### src/c8c_ram.sv
// Single-port-write, single-port-read synchronous RAM with registered read data.
module c8c_ram #(
  parameter int WIDTH = 8,
  parameter int DEPTH = 16,
  parameter int AW    = $clog2(DEPTH)
) (
  input  logic             clk,
  input  logic             we,
  input  logic [AW-1:0]    waddr,
  input  logic [WIDTH-1:0] wdata,
  input  logic [AW-1:0]    raddr,
  output logic [WIDTH-1:0] rdata
);

  logic [WIDTH-1:0] mem [DEPTH];

  // Write port
  always_ff @(posedge clk) begin
    if (we) begin
      mem[waddr] <= wdata;
    end
  end

  // Registered read port
  always_ff @(posedge clk) begin
    rdata <= mem[raddr];
  end

endmodule

### config.mk
export PLATFORM = sky130hd
export DESIGN_NAME = c8c_ram
export DESIGN_NICKNAME = d
export VERILOG_FILES = /design/src/c8c_ram.sv
export SDC_FILE = /design/constraint.sdc
export NUM_CORES = 1
export LEC_CHECK = 0
export BUFFER_PORTS_ARGS = -buffer_cell sky130_fd_sc_hd__buf_2
export CAP_MARGIN = 10
export CORE_UTILIZATION = 56
export CTS_CLUSTER_DIAMETER = 80
export CTS_CLUSTER_SIZE = 28
export DETAILED_ROUTE_END_ITERATION = 10
export GPL_TIMING_DRIVEN = 1
export HOLD_SLACK_MARGIN = 0.08
export PLACE_DENSITY = 0.85
export SLEW_MARGIN = 10
export SYNTH_ARGS = -nofsm -noshare
export SYNTH_HDL_FRONTEND = slang
export SYNTH_SLANG_ARGS = --single-unit
### constraint.sdc
create_clock -name clk -period 1.9 [get_ports clk]
set_input_delay 0.095 -clock clk [delete_from_list [all_inputs] [get_ports clk]]
set_output_delay 0.095 -clock clk [all_outputs]
set_load 0.01 [all_outputs]
Word-level counts from Yosys, hierarchy flattened
Memories as Yosys holds them, arrays and structs flattened. A register that Yosys moved wholly into a read port is not among the register bits.
Index checks and enable logic that the tools add are counted.
{ "op_classes": {"muxes": 2} }
{ "op_table": {"columns": ["op", "count"], "rows": [
  ["two-way mux 1 bit", 2]
]} }
{ "totals": {"ramBits": 128, "wordCells": 3, "reg_bits": 0, "inputBits": 18, "out_inout_bits": 8, "n_memories": 1} }
{ "mem_list": {"columns": ["memory", "words", "word_bits", "read_ports", "rd_ports_with_merged_regs", "wr", "line_no", "text"], "rows": [
  ["mem", 16, 8, 1, 1, 1, "15", "logic [WIDTH-1:0] mem [DEPTH];"]
]} }

Longest topological paths before layout
Gate-level depths: netlist of the first run.
{ "logic_depth": {"ltp_word": 2, "mapped_depth": 5, "ltp_nobuf": 3} }

Worst setup path before layout of the first run
Ideal clock, no wire load.
{ "synth_timing": {"path_kind": "input -> register", "start": "input port waddr[2]", "end": "memory mem[0][0], enable pin", "path_buffers": 0, "setup_ns": 0.383, "t_required_ns": 1.517, "slack_ns": 0.312, "stages": 2, "t_arrival_ns": 1.205, "path_cell_list": "or3b_2 -> nor3_1"} }
{ "synth_lines": {"columns": ["item", "line_no", "text"], "rows": [
  ["from (decl)", "9", "input logic [AW-1:0] waddr,"],
  ["to (decl)", "15", null]
]} }
Straight into the memory's write port.

==> results of run 1 <==
[area by class of cell]
type | count | area share (%)
Tap cell | 108 | 2.16
Timing Repair Buffer | 51 | 5.84
Multi-Input combinational cell | 83 | 16.9
Clock buffer | 19 | 7.07
Clock inverter | 13 | 3.96
Sequential cell | 136 | 64.1
[registers in the layout (all words and copies together), names as in the netlist]
register and cells:
mem 128, rdata 8
[repair_timing]
item,in CTS,in global routing
hold buffers,8,0
endpoints found under the hold margin,128,0
resized for setup,0,0
[cell usage after synthesis, drive strengths merged]
library cell,count
nand3b,2
nand2b,2
clkdlybuf4s25,3
mux4,32
dfxtp,8
buf,7
edfxtp,128
or3b,1
nand3,1
nand2,9
and2,1
a22oi,16
nor2b,1
nor3,4
nor2,13
and2b,1
[logic make-up (layout without fill, tap and decap cells)]
group / Yosys count / in the layout / synth area share (%)
AO/OA/AOI/OAI: 16 / 16 / 2.33
buffers and inverters: 10 / 83 / 1.68
flip-flops: 136 / 136 / 77.8
multiplexers: 32 / 32 / 15.0
AND/OR/NAND/NOR: 35 / 35 / 3.18
[critical path, delay by kind of cell (launching register included)]
family	cells	cell delay (ns)
AO/OA/AOI/OAI	1	0.31
flip-flops	1	0.35
AND/OR/NAND/NOR	1	0.12
multiplexers	1	0.53
[through the flow]
stage / util, % / power [mW]
5_1_grt: 71.0 / 7.66
2_1_floorplan: - / 3.61
6_report: 71.0 / 7.47
3_5_place_dp: 62.2 / 3.75
4_1_cts: 71.0 / 7.51
3_3_place_gp: 62.2 / 3.73
[final timing paths]
check / depth (start not counted) / to / slack, ns / start
hold reg to reg: 3 / rdata[2] / 0.68 / mem[13][2]
setup reg to reg: 3 / rdata[4] / 0.47 / mem[9][4]
setup / recovery: 3 / rdata[4] / 0.47 / mem[9][4]
hold / removal: 3 / mem[7][0] / 0.17 / waddr[2]
[metal layers]
metal | up-vias | wire, um | track usage (%)
met3 | 23 | 759 | 5.87
met2 | 128 | 5630 | 40.3
met5 | - | 0 | 0
met1 | 1291 | 3930 | 30.9
met4 | 0 | 206 | 13.3
li1 | 1095 | - | -
[power by group]
group	leakage, nW	internal [mW]	switching (mW)
Clock	0.330	2.59	1.17
Combinational	0.609	0.144	0.190
Sequential	1.22	3.36	0.0231
Total	2.16	6.09	1.38
==> out/metrics.csv, run 1 <==
metric;value;unit
Slew Viols, Final;0;
distinct cell type count after synthesis;19;
Cells after Synth;229;
Antenna Violating Nets Remaining;0;
htree depth;4;
commonest non-fill, non-tap cell in the layout;edfxtp_1;
CP max stage cell;mux4_1;
P&R area growth vs syn;21.4;%
width of the die;97.9;um
fmax;698;MHz
Fillers;492;
Worst Path Max Fanout;1;
die footprint;9580;um2
Port Buffers;25;
endpoint type of the worst setup path;flop;
crit path cell chain;mux4_1, a22oi_1, nand2_1;
post-route setup TNS;0;ns
layout cells sized above 1;31.1;%
antenna violations before repair;0;
failing checks;DRC;
Yosys top cell by area;edfxtp_1;
slew at the pin with the worst max-slew slack;0.724;ns
first-pass GRT wire length;16.1;mm
clk slew on worst S/H paths;0.06;ns
DP Cell Count;370;
Final Hold Fails;0;
synth warn;0;
Worst Path Arrival;1.82;ns
Rel. slew slack;51.6;%
Layout Skew;0.00364;ns
top area cells in the synthesized netlist;edfxtp_1 (75%), mux4_2 (7.9%), mux4_1 (7.1%);
Setup-failing EPs final;0;
total routing usage reported by global routing;24.6;%
WL final;10.5;mm
Crit Path Category;flop to flop;
crit share post-route;75.4;%
Hold Path Class;input port to flop;
I/O pin count;26;
Skew-Pair Late Insertion Delay;0.51;ns
largest net degree at the start of global routing;33;
post-CTS setup buffer count;0;
status;complete, but fails checks;
Worst Slack Setup Final;0.467;ns
ANT cells;0;
Yosys reg bits;136;
TritonCTS clock tree;done;
post-DP HPWL;6.31;mm
NumNets Final;307;
Max Cap Viol;0;
clk sinks;136;
Syn Area/Cell;22.5;um2
GP Congestion;0.752;
post-synthesis sequential area ratio;77.8;%
CTS buffer count;17;
peak supply drop;724;uV
vias in the first global route;2720;
sequential cell area;4000;um2
multi-input logic area;1060;um2
total vias in the final route;2537;
# rows;34;
CTS Buffer Depth;2;
unrepaired setup endpoints after global routing;false;
CP Data Required Time;2.28;ns
Startpoint Class;flop;
Min Hold Slack;0.166;ns
drt pass-1 iters;7;
Mapped Area;5150;um2
post-synth top area share;74.7;%
CP max stage delay;0.53;ns
Placement Cell Area;5480;um2
Post-Synthesis Net Count;247;
core area;8810;um2
PD cells;1190;nW/um2
Starting Density;58.5;%
post-layout instance area;6250;um2
1st-iter DRT viols;279;
clock period minus worst slack;1.43;ns
dpl ws;0.298;ns
Leak;2.16;nW
most frequent cells in the layout;edfxtp_1 (128), buf_2 (25), mux4_2 (18);
die span in y;97.9;um
vias per cell;6.19;
WL/cell;25.7;um
DRC Markers;2;
CTS root buf;clkbuf_8;
post-route non-filler standard cell count;410;
gr ovfl total;0;
Note: power is estimated with default switching activity, not from simulation.
==> inputs of run 2 (changes only) <==
ABC_AREA = 1   (was default)
CORE_UTILIZATION = 55   (was 56)
PLACE_DENSITY = 0.86   (was 0.85)
clock period = 1.3 ns   (was 1.9 ns; I/O delays follow)
==> run 2 against run 1 <==
The run now ends clean. Synthesized area increased by 12%. Worst hold slack got worse by 0.069 ns. Worst setup slack worse by 0.29 ns. Sequential cell count is the same. Routed wire length rose by 33%. Critical path type is now flop to output port. Clock skew up 0.0017 ns. Sequential power increased by 46%. Non-clock buffer count rose by 10. Synthesized cell count up 140%.
==> out/metrics.csv, run 2 <==
metric;value;unit
status;complete, no violations;
Buf+Inv Stages, Crit Path;1;
Mapped Area;5770;um2
CTS buffer count;17;
die footprint;10900;um2
WL/cell;18.5;um
# resized after CTS;0;
first-pass GRT wire length;22.1;mm
Yosys top cell by area;edfxtp_1;
post-route setup TNS;0;ns
Top delay family on crit path;flip-flops;
post-layout instance area;6880;um2
DRC Markers;0;
1st-iter DRT viols;585;
fmax;895;MHz
post-route non-filler standard cell count;756;
layout cells sized above 1;13.4;%
total vias in the final route;4218;
width of the die;104;um
distinct cell type count after synthesis;12;
crit path cell chain;buf_2;
PD cells;1590;nW/um2
P&R area growth vs syn;19.2;%
CTS Buffer Depth;2;
CP max stage cell;dfxtp_1;
clk sinks;136;
ANT cells;0;
met2 usage;42.9;%
vias per cell;5.58;
Crit Path Category;flop to output port;
Hold Path Class;input port to flop;
post-synthesis sequential area ratio;69.4;%
biggest regs;mem x128, rdata x8;
Slew Viols, Final;0;
total routing usage reported by global routing;27.6;%
drt pass-1 iters;6;
WL final;14.0;mm
# rows;37;
Max Cap Viol;0;
Largest register FFs;128;
cts hold-fix bufs;9;
synth warn;0;
Startpoint Class;flop;
DP Cell Count;715;
vias in the first global route;4140;
Worst Path Arrival;1.05;ns
endpoint type of the worst setup path;output port;
Starting Density;56.4;%
total power;10.9;mW
M3 GR Usage;6.58;%
post-synth top area share;66.7;%
Rel. slew slack;72.7;%
CTS root buf;clkbuf_8;
post-DP HPWL;8.04;mm
CP max stage delay;0.38;ns
Setup-failing EPs final;0;
GP Congestion;0.858;
Skew-Pair Late Insertion Delay;0.53;ns
Leak;3.03;nW
TritonCTS clock tree;done;
post-layout util;67.2;%
unrepaired setup endpoints after global routing;false;
Cells after Synth;551;
peak supply drop;1020;uV
Final Hold Fails;0;
Placement Cell Area;6120;um2
Async SR Flop Fraction;0;%
most common cell in the netlist;nand2_1;
commonest non-fill, non-tap cell in the layout;nand2_1;
top cells by count, synth;nand2_1 (173), edfxtp_1 (128), inv_1 (100);
largest net degree at the start of global routing;33;
Yosys reg bits;136;
Most used DFF post-synth;edfxtp_1;
slew at the pin with the worst max-slew slack;0.410;ns
clk slew on worst S/H paths;0.06;ns
Post-synth EDFFs;128;
core area;10200;um2
gr ovfl total;0;
Syn Area/Cell;10.5;um2
top area cells in the synthesized netlist;edfxtp_1 (67%), nand2_1 (11%), nand3_1 (8.4%);
htree depth;4;
Post-Synthesis Net Count;569;
crit share post-route;86.0;%
post-CTS setup buffer count;0;
Antenna Violating Nets Remaining;0;
die span in y;104;um
CP Data Required Time;1.24;ns
Layout Skew;0.00536;ns
NumNets Final;625;
busiest layer in global routing;met2;
antenna violations before repair;0;
most frequent cells in the layout;nand2_1 (173), edfxtp_1 (128), inv_1 (100);
Largest Register;mem;
I/O pin count;26;
Port Buffers;25;
Worst Path Max Fanout;1;
met1 usage;34.7;%
clock period minus worst slack;1.12;ns
[run 2: power breakdown]
| group | internal (mW) | switching [mW] | total, mW |
|---|---|---|---|
| Clock | 3.65 | 1.68 | 5.32 |
| Sequential | 4.90 | 0.0325 | 4.94 |
| Combinational | 0.209 | 0.461 | 0.670 |
[run 2: final cells by class]
cell class / count / area [um2]
flip-flops and latches: 136 / 4000
fillers: 641 / 3360
multi-input cells: 289 / 1210
clock buffers: 23 / 467
repair buffers: 61 / 443
inverters: 102 / 383
clock inverters: 9 / 195
well taps: 136 / 170
[run 2: kinds of logic after synthesis]
logic type / synth area share, %
AND/OR/NAND/NOR: 21.0
flip-flops: 69.4
buffers and inverters: 9.52
[run 2: path summary, 6_finish.rpt]
kind	from	end	slack, ns	cells past startpoint
max	rdata[0]	rdata[0]	0.18	1
min	raddr[0]	rdata[0]	0.1	7
max reg2reg	mem[3][6]	rdata[6]	0.21	6
min reg2reg	mem[12][5]	rdata[5]	0.69	6
[run 2: tightest hold or removal path: cells and delay by family]
family	cells	cell delay [ns]
and+or+nand+nor	6	0.37
buffers and inverters	1	0.14
[run 2: layer usage]
| layer | vias up | share of wire (%) |
|---|---|---|
| met4 | 0 | 6.0 |
| met5 | - | 0 |
| met2 | 352 | 47 |
| li1 | 1887 | - |
| met1 | 1908 | 35 |
| met3 | 71 | 12 |
[run 2: metrics by stage]
step           worst slack (ns)  hold WS (ns)
2_1_floorplan             0.284         0.164
3_3_place_gp              0.212         0.422
3_5_place_dp              0.124         0.427
4_1_cts                   0.181        0.0851
5_1_grt                   0.155         0.138
6_report                  0.182        0.0970
